## config.mk

```make
export PLATFORM = sky130hd
export DESIGN_NAME = fpa_div_step
export DESIGN_NICKNAME = d
export VERILOG_FILES = /design/src/rtl/fpa_pkg.sv /design/src/rtl/fpa_div_step.sv
export SDC_FILE = /design/constraint.sdc
export NUM_CORES = 1
export LEC_CHECK = 0
export BUFFER_PORTS_ARGS = -buffer_cell sky130_fd_sc_hd__clkbuf_2
export CELL_PAD_IN_SITES_DETAIL_PLACEMENT = 0
export CELL_PAD_IN_SITES_GLOBAL_PLACEMENT = 1
export CORE_UTILIZATION = 27
export DETAILED_ROUTE_END_ITERATION = 8
export GPL_ROUTABILITY_DRIVEN = 0
export PLACE_DENSITY_LB_ADDON = 0.1
export SYNTH_ARGS = -nofsm -noshare
export SYNTH_HDL_FRONTEND = slang
export SYNTH_SLANG_ARGS = --single-unit
```

## constraint.sdc

```tcl
create_clock -name vclk -period 4.05
set_input_delay 0.81 -clock vclk [all_inputs]
set_output_delay 0.81 -clock vclk [all_outputs]
set_load 0.005 [all_outputs]
```

## src/rtl/fpa_pkg.sv

```systemverilog
package fpa_pkg;

    localparam int WordBits = 32;
    localparam int FracBits = 8;
    localparam int KindBits = 4;
    // Dividend magnitude (|a| << FracBits) width
    localparam int DivBits  = WordBits + FracBits;

    typedef enum logic [KindBits-1:0] {
        KIND_ADD      = 4'd0,
        KIND_SUB      = 4'd1,
        KIND_MUL      = 4'd2,
        KIND_DIV      = 4'd3,
        KIND_MIN      = 4'd4,
        KIND_MAX      = 4'd5,
        KIND_INC      = 4'd6,
        KIND_DEC      = 4'd7,
        KIND_FROM_INT = 4'd8,
        KIND_TO_INT   = 4'd9
    } kind_t;

    typedef struct packed {
        logic [KindBits-1:0]        kind;
        logic signed [WordBits-1:0] operand_a;
        logic signed [WordBits-1:0] operand_b;
    } in_item_t;

    typedef struct packed {
        logic signed [WordBits-1:0] result;
        logic                       less;
        logic                       equal;
        logic                       greater;
        logic                       overflow;
        logic                       div_by_zero;
    } out_item_t;

    // Per-item control carried alongside the arithmetic through the pipe
    typedef struct packed {
        logic [KindBits-1:0]        kind;
        logic                       neg;
        logic                       less;
        logic                       equal;
        logic                       greater;
        logic                       div_by_zero;
        logic signed [WordBits-1:0] simple;
        logic                       simple_ovf;
    } ctl_t;

endpackage

```

## src/rtl/fpa_div_step.sv

```systemverilog
// One restoring division step; each divider stage has its own instance.
module fpa_div_step (
    input  logic [fpa_pkg::DivBits:0]   rem_in,
    input  logic [fpa_pkg::DivBits:0]   quo_in,
    input  logic [fpa_pkg::DivBits:0]   den,
    input  logic                        num_bit,
    output logic [fpa_pkg::DivBits:0]   rem_out,
    output logic [fpa_pkg::DivBits:0]   quo_out
);
    logic [fpa_pkg::DivBits+1:0] trial;

    always_comb
    begin
        trial = {rem_in, num_bit};
        if (trial >= {1'b0, den})
        begin
            rem_out = (fpa_pkg::DivBits+1)'(trial - {1'b0, den});
            quo_out = {quo_in[fpa_pkg::DivBits-1:0], 1'b1};
        end
        else
        begin
            rem_out = trial[fpa_pkg::DivBits:0];
            quo_out = {quo_in[fpa_pkg::DivBits-1:0], 1'b0};
        end
    end
endmodule

```

# Yosys cells after proc, flatten, opt, wreduce, memory -nomap -nowiden
# Index checks and enable logic that the tools add are counted.
dict set report word_totals {
  ff_bits 0
  output_inout_bits 82
}
dict set report op_classes {
  addsub 1
  magnitude_cmp 1
  n_mux 2
}
# operator n
set op_table {}
lappend op_table {{$ge 42x41->1} 1}
lappend op_table {{$mux 41} 1}
lappend op_table {{$sub 41x41->41} 1}
lappend op_table {{$mux 1} 1}

# Longest topological paths before layout
# Gate-level depths: netlist of run 1.
dict set report logic_depth {
  depth_word 2
  ltp_mapped 14
  mapped_depth_nobuf 12
}

# Worst setup path before layout of run 1
# Ideal clock, no wire load.
dict set report synth_path {
  kind {input to output}
  from {input port num_bit}
  to {output port rem_out[14] in the netlist's numbering}
  t_arrival_ns 3.408
  required_time_ns 3.240
  path_slack_ns -0.168
  path_stages 13
  path_buffers 2
  path_cell_list {inv_1 > ha_1 > inv_1 > fa_1 > a21o_1 > a22o_1 > o31a_1 > a2111o_1 > a21oi_2 > o221a_2 > buf_6 > buf_12 > mux2_1}
}
dict set report synth_between {
  elab_chain_cells 2
  word_cells_on_any_way 3
  classes_between {add/sub: 1; order compare: 1; mux: 1}
}
# element line_no
set synth_lines {}
lappend synth_lines {{start, declared} fpa_div_step.sv:6} ;# input logic num_bit,
lappend synth_lines {{$sub 41x41->41 / $ge 42x41->1 (equally long branches)} {fpa_div_step.sv:17, fpa_div_step.sv:15}}
lappend synth_lines {{$mux 41 *} fpa_div_step.sv:15} ;# if (trial >= {1'b0, den})
lappend synth_lines {{end, declared} fpa_div_step.sv:7} ;# output logic [fpa_pkg::DivBits:0] rem_out,
# Mark *: on every way between the ends. The rest lies on a longest branch, timed or not.

# Final worst setup path of run 1
dict set report layout_path {
  from {input port num_bit}
  to {output port rem_out[38] in the netlist's numbering}
}
# The elaborated chain is that of the path after synthesis.

==> flow_summary.json, run 1 <==
{
  "synth.yosys.seq_area_share_pct": 0,
  "status": "complete, but fails checks",
  "port_buffers": 125,
  "first_global_vias": 3934,
  "synth.distinct_cells": 64,
  "synthesis.area_um2": 3390,
  "grt_pass1_wl_um": 18000,
  "slew_viol_final": 0,
  "worstHoldPathType": "in -> out",
  "vias": 4242,
  "crit_arrival_ns": 3.58,
  "dp_cells": 877,
  "cp-end-kind": "output port",
  "cellPowerDensity_nw_per_um2": 177,
  "tightest_slew_ns": 0.444,
  "drtPass1Iterations": 4,
  "crit_start": "num_bit",
  "die_area_um2": 13000,
  "final_hold_viol_count": 0,
  "wl_per_cell_um": 13.0,
  "setup_viol_count_final": 42,
  "hold_ws_ns": 1.62,
  "start_util_pct": 28.0,
  "wirelength_um": 11500,
  "grt_antenna_before_repair": 0,
  "synth.most_common_cell": "nand2_1",
  "viasPerCell": 4.78,
  "drive_gt1_share_pct": 40.1,
  "drt_iter0_markers": 96,
  "grt-ovfl-total": 0,
  "rows": 40,
  "yosys-top-cells-count": "nand2_1 (72), o21ai_0 (56), inv_1 (52)",
  "stdcell_count": 888,
  "period_minus_slack_ns": 4.39,
  "syn_inst": 532,
  "dp_slack_ns": -0.397,
  "vdd_drop_max_mv": 0.0567,
  "finalCritPeriodShare_pct": 108,
  "fin_area_um2": 5010,
  "violations": "negative setup slack",
  "total_leakage_power_uw": 0.00259,
  "register_area_um2": 0,
  "ys_warn_count": 0,
  "ant_nets": 0,
  "place_hpwl_um": 9820,
  "pin_count": 206,
  "synthTopCellsByArea": "ha_1 (15%), buf_4 (9.5%), o21ai_0 (8.3%), nand2_1 (8.0%), a21oi_1 (6.3%)",
  "drc_errors": 0,
  "rsz0062_at_grt": "yes",
  "grt_max_degree": 24,
  "synth_fp_nets": 698,
  "maxCapViolCount": 0,
  "cp-start-kind": "primary input",
  "worstPathMaxFanout": 2,
  "p_total_uw": 887,
  "avgSynthCellArea_um2": 6.38,
  "dpl_cell_area_um2": 4700,
  "grt_usage_pct": 16.3,
  "max_freq_mhz": 228,
  "endpoint": "rem_out[38]",
  "synth_top_area_cell": "ha_1",
  "die_width_um": 114,
  "cp.required_ns": 3.24,
  "slew-limit-headroom_pct": 70.1,
  "antennaDiodeCount": 0,
  "syn_to_final_growth_pct": 47.6,
  "seq_cells": 0,
  "critPathKind": "in -> out",
  "dieHeight_um": 114,
  "setup_slack_ns": -0.341,
  "core_um2": 12100,
  "nets": 888,
  "hold_start": "quo_in[10]",
  "yosysTopAreaCellShare_pct": 15.1,
  "clkbuf_count": 0
}
[critical path, cell delays in order]
cell and delay [ns]:
buf_8 0.10, inv_4 0.04, ha_4 0.12, inv_2 0.03
fa_2 0.33, a21o_1 0.19, a22o_1 0.20, o31a_1 0.29
a2111o_1 0.39, a21oi_2 0.19, buf_4 0.16, o21ai_4 0.06
mux2_4 0.32, a32o_1 0.22, buf_2 0.13
[final cells by class]
class / instances / area, um^2
fill: 1382 / 7100
timing repair buffer: 250 / 1700
multi-input combinational: 417 / 2890
inverter: 53 / 206
tap: 168 / 210
[through the flow]
step,TNS [ns],utilization (%)
after global placement,-12.34,38.8
after detailed placement,-12.83,38.8
after CTS,-10.75,39.8
after global routing,-15.85,41.3
after floorplan,-0.0788,-
final,-10.34,41.3
[how the worst min path moves through the flow]
stage / endpoint / depth (start not counted)
floorplan: quo_out[10] / 1
global placement: quo_out[16] / 0
detailed placement: quo_out[16] / 0
CTS: quo_out[16] / 0
global route: quo_out[10] / 0
finish: quo_out[11] / 0
[timing repair]
action / CTS / global route
setup buffers: 4 / 4
pin swaps: 5 / 11
hold buffers: 0 / 0
cloned: 1 / 2
endpoints found under the setup margin: 42 / 42
resized for setup: 26 / 66
[layout by cell type, fill, tap and decap left out, drive strengths merged, types with 3 or more instances in the layout]
master | netlist | layout
inv | 53 | 53
nand3 | 10 | 10
and3 | 6 | 6
a21o | 14 | 14
o21ai | 58 | 58
nor2 | 27 | 27
nand4 | 11 | 11
nor2b | 4 | 4
a21oi | 47 | 47
ha | 41 | 41
o21bai | 7 | 7
buf | 49 | 154
o21a | 5 | 5
a211o | 3 | 3
nand2b | 5 | 5
o211ai | 12 | 12
mux2 | 5 | 5
nor3 | 10 | 10
nor3b | 3 | 3
nand2 | 72 | 72
clkbuf | 13 | 96
xnor2 | 17 | 17
xor2 | 16 | 16
a311oi | 3 | 3
[layer usage]
layer	wire (um)	global-route usage [%]	share of wire [%]	vias up
li1	-	-	-	2231
met1	5520	22.3	48	1878
met2	5410	29.2	47	113
met3	536	0.741	4.6	20
met4	77	1.56	0.67	0
met5	0	0	0	-
[kinds of logic after synthesis]
| logic type | synth area share (%) |
|---|---|
| AO/OA/AOI/OAI | 33.7 |
| adder cells (fa/ha/maj) | 15.7 |
| AND/OR/NAND/NOR | 21.2 |
| multiplexers | 2.25 |
| buffers and inverters | 18.7 |
| XOR/XNOR | 8.52 |
[where the power goes]
part | internal, uW | switching, uW | total (uW)
sequential | 0 | 0 | 0
combinational | 461 | 427 | 887
clock | 0 | 0 | 0
Note: power is estimated with default switching activity, not from simulation.
==> run 2: changes to the inputs <==
--- a/config.mk
+++ b/config.mk
@@ -8,7 +8,7 @@
 export BUFFER_PORTS_ARGS = -buffer_cell sky130_fd_sc_hd__clkbuf_2
 export CELL_PAD_IN_SITES_DETAIL_PLACEMENT = 0
 export CELL_PAD_IN_SITES_GLOBAL_PLACEMENT = 1
-export CORE_UTILIZATION = 27
+export CORE_UTILIZATION = 25
 export DETAILED_ROUTE_END_ITERATION = 8
 export GPL_ROUTABILITY_DRIVEN = 0
 export PLACE_DENSITY_LB_ADDON = 0.1
==> run 2 against run 1 <==
Combinational power grew 2.8%. Sequential cell count unchanged. Worst setup slack worse by 0.051 ns. Critical path depth rose by 1. First-iteration DRC count rose by 29%. Design area increased by 2.4%. Hold slack did not move. Sequential share of layout area did not move. Largest cell class unchanged. Routed wire length increased by 0.87%. Die area up 7.9%. Non-clock buffer count shrank 5. Critical endpoint is now rem_out[39]. Global-route usage shrank 0.50 points. The flow still finishes with violations (negative setup slack).
==> flow_summary.json, run 2 (synthesis results as in run 1) <==
{
  "register_area_um2": 0,
  "rsz0062_at_grt": "yes",
  "critPathKind": "in -> out",
  "vias": 4235,
  "hold_buffers": 0,
  "setup_viol_count_final": 42,
  "clkPwrFrac_pct": 0,
  "worstPathMaxFanout": 5,
  "period_minus_slack_ns": 4.44,
  "setup_slack_ns": -0.392,
  "multiInputGateArea_um2": 2960,
  "slew_viol_final": 0,
  "ant_nets": 0,
  "stdcell_count": 891,
  "pin_count": 206,
  "finalCritPeriodShare_pct": 110,
  "dp_slack_ns": -0.430,
  "wl_per_cell_um": 13.1,
  "first_global_vias": 4053,
  "status": "complete, but fails checks",
  "drtPass1Iterations": 4,
  "violations": "negative setup slack",
  "core_um2": 13200,
  "slew-limit-headroom_pct": 63.1,
  "cp-end-kind": "output port",
  "clkbuf_count": 0,
  "place_hpwl_um": 10100,
  "cellPowerDensity_nw_per_um2": 178,
  "nFillCells": 1514,
  "seq_cells": 0,
  "syn_to_final_growth_pct": 51.1,
  "drive_gt1_share_pct": 42.1,
  "die_area_um2": 14000,
  "maxCapViolCount": 0,
  "wirelength_um": 11600,
  "cp.required_ns": 3.24,
  "viasPerCell": 4.75,
  "grt-ovfl-total": 0,
  "grt_usage_pct": 15.8,
  "dp_cells": 880,
  "tightest_slew_ns": 0.545,
  "crit_arrival_ns": 3.63,
  "grt_max_degree": 11,
  "power_switching_uw": 436,
  "pwr-share-comb_pct": 100.0,
  "p_int_uw": 476,
  "port_buffers": 125,
  "fin_tns_setup_ns": -13.12,
  "dieHeight_um": 119,
  "swShare_pct": 47.8,
  "worstHoldPathType": "in -> out",
  "final_hold_viol_count": 0,
  "drc_errors": 0,
  "die_width_um": 119,
  "cp-start-kind": "primary input",
  "grt_antenna_before_repair": 0,
  "vdd_drop_max_mv": 0.0597,
  "rows": 42,
  "total_leakage_power_uw": 0.00264,
  "p_seq_share_pct": 0,
  "drt_iter0_markers": 124,
  "start_util_pct": 25.6,
  "layout_common_cells": "clkbuf_2 (101), buf_4 (101), inv_1 (50), nand2_1 (49), a21oi_1 (42)",
  "hold_ws_ns": 1.62,
  "grt_pass1_wl_um": 18800,
  "max_freq_mhz": 225,
  "nets": 883,
  "antennaDiodeCount": 0
}
run 2: per-layer routing:
metal	wire length, um	vias to the layer above	global-route usage [%]
li1	-	2222	-
met1	5610	1900	21.9
met2	5520	97	28.1
met3	434	16	0.531
met4	83	0	1.42
met5	0	-	0
run 2: worst paths after layout:
| path | depth (start not counted) | startpoint | to |
|---|---|---|---|
| max | 16 | num_bit | rem_out[39] |
| min | 0 | quo_in[9] | quo_out[10] |
run 2: through the flow:
stage                     cell area (um^2)  utilization (%)  power (uW)
final                                 5130             38.7         912
after global routing                  5130             38.7        1010
after CTS                             4900             37.0         871
after detailed placement              4680             35.3         816
after global placement                4680             35.3         814
after floorplan                       3410                -         473
run 2: layout make-up:
type / count / area share, %
Multi-Input combinational cell: 417 / 57.6
Timing Repair Buffer: 245 / 33.9
Tap cell: 176 / 4.29
Inverter: 53 / 4.12
run 2: what timing repair did:
| action | CTS | global route |
|---|---|---|
| buffers inserted | 6 | 1 |
| pin swaps | 11 | 19 |
| gates cloned | 2 | 2 |
| gates resized for setup | 41 | 83 |
| endpoints found under the setup margin | 42 | 42 |
run 2: worst max-delay path: stages:
cell	delay, ns
clkbuf_16	0.13
clkinv_4	0.04
ha_4	0.12
inv_2	0.03
fa_2	0.33
a21o_1	0.19
a22o_1	0.21
o31a_1	0.29
a2111o_1	0.39
a21oi_2	0.19
o221a_4	0.28
buf_12	0.13
buf_16	0.13
inv_8	0.03
o22a_1	0.20
clkbuf_2	0.11
run 2: power by group through the flow:
stage          clock [uW]  sequential [uW]  combinational (uW)
3_3_place_gp            0                0                 814
3_5_place_dp            0                0                 816
6_report                0                0                 912
4_1_cts                 0                0                 871
2_1_floorplan           0                0                 473
5_1_grt                 0                0                1010
==> run 3: changes to the inputs <==
--- a/config.mk
+++ b/config.mk
@@ -5,7 +5,7 @@
 export SDC_FILE = /design/constraint.sdc
 export NUM_CORES = 1
 export LEC_CHECK = 0
-export BUFFER_PORTS_ARGS = -buffer_cell sky130_fd_sc_hd__clkbuf_2
+export BUFFER_PORTS_ARGS = -buffer_cell sky130_fd_sc_hd__buf_4
 export CELL_PAD_IN_SITES_DETAIL_PLACEMENT = 0
 export CELL_PAD_IN_SITES_GLOBAL_PLACEMENT = 1
 export CORE_UTILIZATION = 25
==> run 3 against run 2 <==
The flow still finishes with violations (negative setup slack). Global-route usage rose by 0.50 points. Power rose by 14%. Final cell count rose by 0.90%. Routed wire length rose by 3.5%. Combinational power rose by 14%. Critical path depth fell by 1. Sequential share of layout area did not move. Die area did not move.
==> flow_summary.json, run 3 (synthesis results as in run 1) <==
{
  "clkbuf_count": 0,
  "vias": 4306,
  "final_hold_viol_count": 0,
  "vdd_drop_max_mv": 0.0639,
  "drc_errors": 0,
  "worstHoldPathType": "in -> out",
  "slowest_stage": "a2111o_1",
  "first_global_vias": 4228,
  "final_common_cell": "buf_4",
  "wirelength_um": 12100,
  "die_width_um": 119,
  "seq_cells": 0,
  "critPathKind": "in -> out",
  "nets": 891,
  "die_area_um2": 14000,
  "hold_start": "quo_in[9]",
  "post-route-util_pct": 42.5,
  "maxCapViolCount": 0,
  "drive_gt1_share_pct": 46.1,
  "register_area_um2": 0,
  "ant_nets": 0,
  "crit_arrival_ns": 3.59,
  "violations": "negative setup slack",
  "place_hpwl_um": 10200,
  "pin_count": 206,
  "period_minus_slack_ns": 4.40,
  "grt_antenna_before_repair": 0,
  "cellPowerDensity_nw_per_um2": 184,
  "start_util_pct": 25.6,
  "crit_path_max_incr_delay_ns": 0.40,
  "hold_buffers": 0,
  "rows": 42,
  "grt_pass1_wl_um": 19600,
  "syn_to_final_growth_pct": 65.9,
  "min_path_cells": 0,
  "dp_cells": 883,
  "min_to": "quo_out[10]",
  "max_freq_mhz": 227,
  "slew-limit-headroom_pct": 73.0,
  "viasPerCell": 4.79,
  "cp-start-kind": "primary input",
  "p_total_uw": 1040,
  "slew_viol_final": 0,
  "finalCritPeriodShare_pct": 109,
  "layout_common_cells": "buf_4 (231), inv_1 (50), nand2_1 (47), a21oi_1 (41), ha_1 (40)",
  "setup_viol_count_final": 42,
  "cp.required_ns": 3.24,
  "grt_max_degree": 16,
  "dp_slack_ns": -0.422,
  "setup_slack_ns": -0.353,
  "core_um2": 13200,
  "cp-end-kind": "output port",
  "tightest_slew_ns": 0.402,
  "grt-ovfl-total": 0,
  "port_buffers": 125,
  "cp_common_cell": "buf_4",
  "dieHeight_um": 119,
  "stdcell_count": 899,
  "drt_iter0_markers": 123,
  "total_leakage_power_uw": 0.00283,
  "drtPass1Iterations": 4,
  "grt_usage_pct": 16.3,
  "wl_per_cell_um": 13.4,
  "path_cells": "buf_8 -> inv_4 -> ha_4 -> inv_2 -> fa_2 -> a21o_1 -> a22o_1 -> o31a_1 -> a2111o_1 -> a21oi_2 -> buf_4 -> o21ai_2 -> mux2_4 -> a32o_1 -> buf_4",
  "rsz0062_at_grt": "yes",
  "worstPathMaxFanout": 3,
  "status": "complete, but fails checks",
  "fin_tns_setup_ns": -10.96,
  "antennaDiodeCount": 0
}
run 3: cell count changes in the layout (fill, tap and decap cells not counted), sizes merged:
cell	delta
inv	+1
buf	+110
clkinv	-1
clkbuf	-102
run 3: how the worst max path moves through the flow:
stage / from / end / slack [ns] / depth (start not counted)
after floorplan: num_bit / rem_out[14] / -0.08 / 13
after global placement: num_bit / rem_out[1] / -0.45 / 14
after detailed placement: num_bit / rem_out[1] / -0.42 / 14
after CTS: num_bit / rem_out[38] / -0.38 / 15
after global routing: num_bit / rem_out[38] / -0.50 / 15
final: num_bit / rem_out[38] / -0.35 / 15
run 3: critical path, delay by kind of cell:
kind / cells / cell delay (ns)
adder cells (fa/ha/maj): 2 / 0.45
buffers and inverters: 5 / 0.45
AO/OA/AOI/OAI: 7 / 1.56
multiplexers: 1 / 0.31
run 3: metrics by stage:
stage	area [um^2]	hold slack, ns
floorplan	3410	1.70
global placement	5020	1.62
detailed placement	5020	1.62
CTS	5330	1.62
global route	5630	1.62
finish	5630	1.62
run 3: layout make-up:
class                      instances  area (um^2)
fill                            1449         7610
multi-input combinational        417         3120
timing repair buffer             253         2090
tap                              176          220
inverter                          53          206
run 3: power by group:
group          internal, uW  switching [uW]  total, uW
clock network             0               0          0
logic                   569             468       1040
registers                 0               0          0
run 3: what timing repair did:
item | CTS | global route
setup endpoints to repair | 42 | 42
pin swaps | 20 | 23
endpoints found under the hold margin | 0 | 0
gates cloned | 2 | 2
gates resized for setup | 73 | 71
buffers inserted | 11 | 5
run 3: per-layer routing:
layer	global-route usage, %	part of all wire [%]	vias to the layer above
met5	0	0	-
met4	2.85	1.2	0
met3	1.54	4.8	22
met2	27.8	47	115
met1	22.4	47	1939
li1	-	-	2230
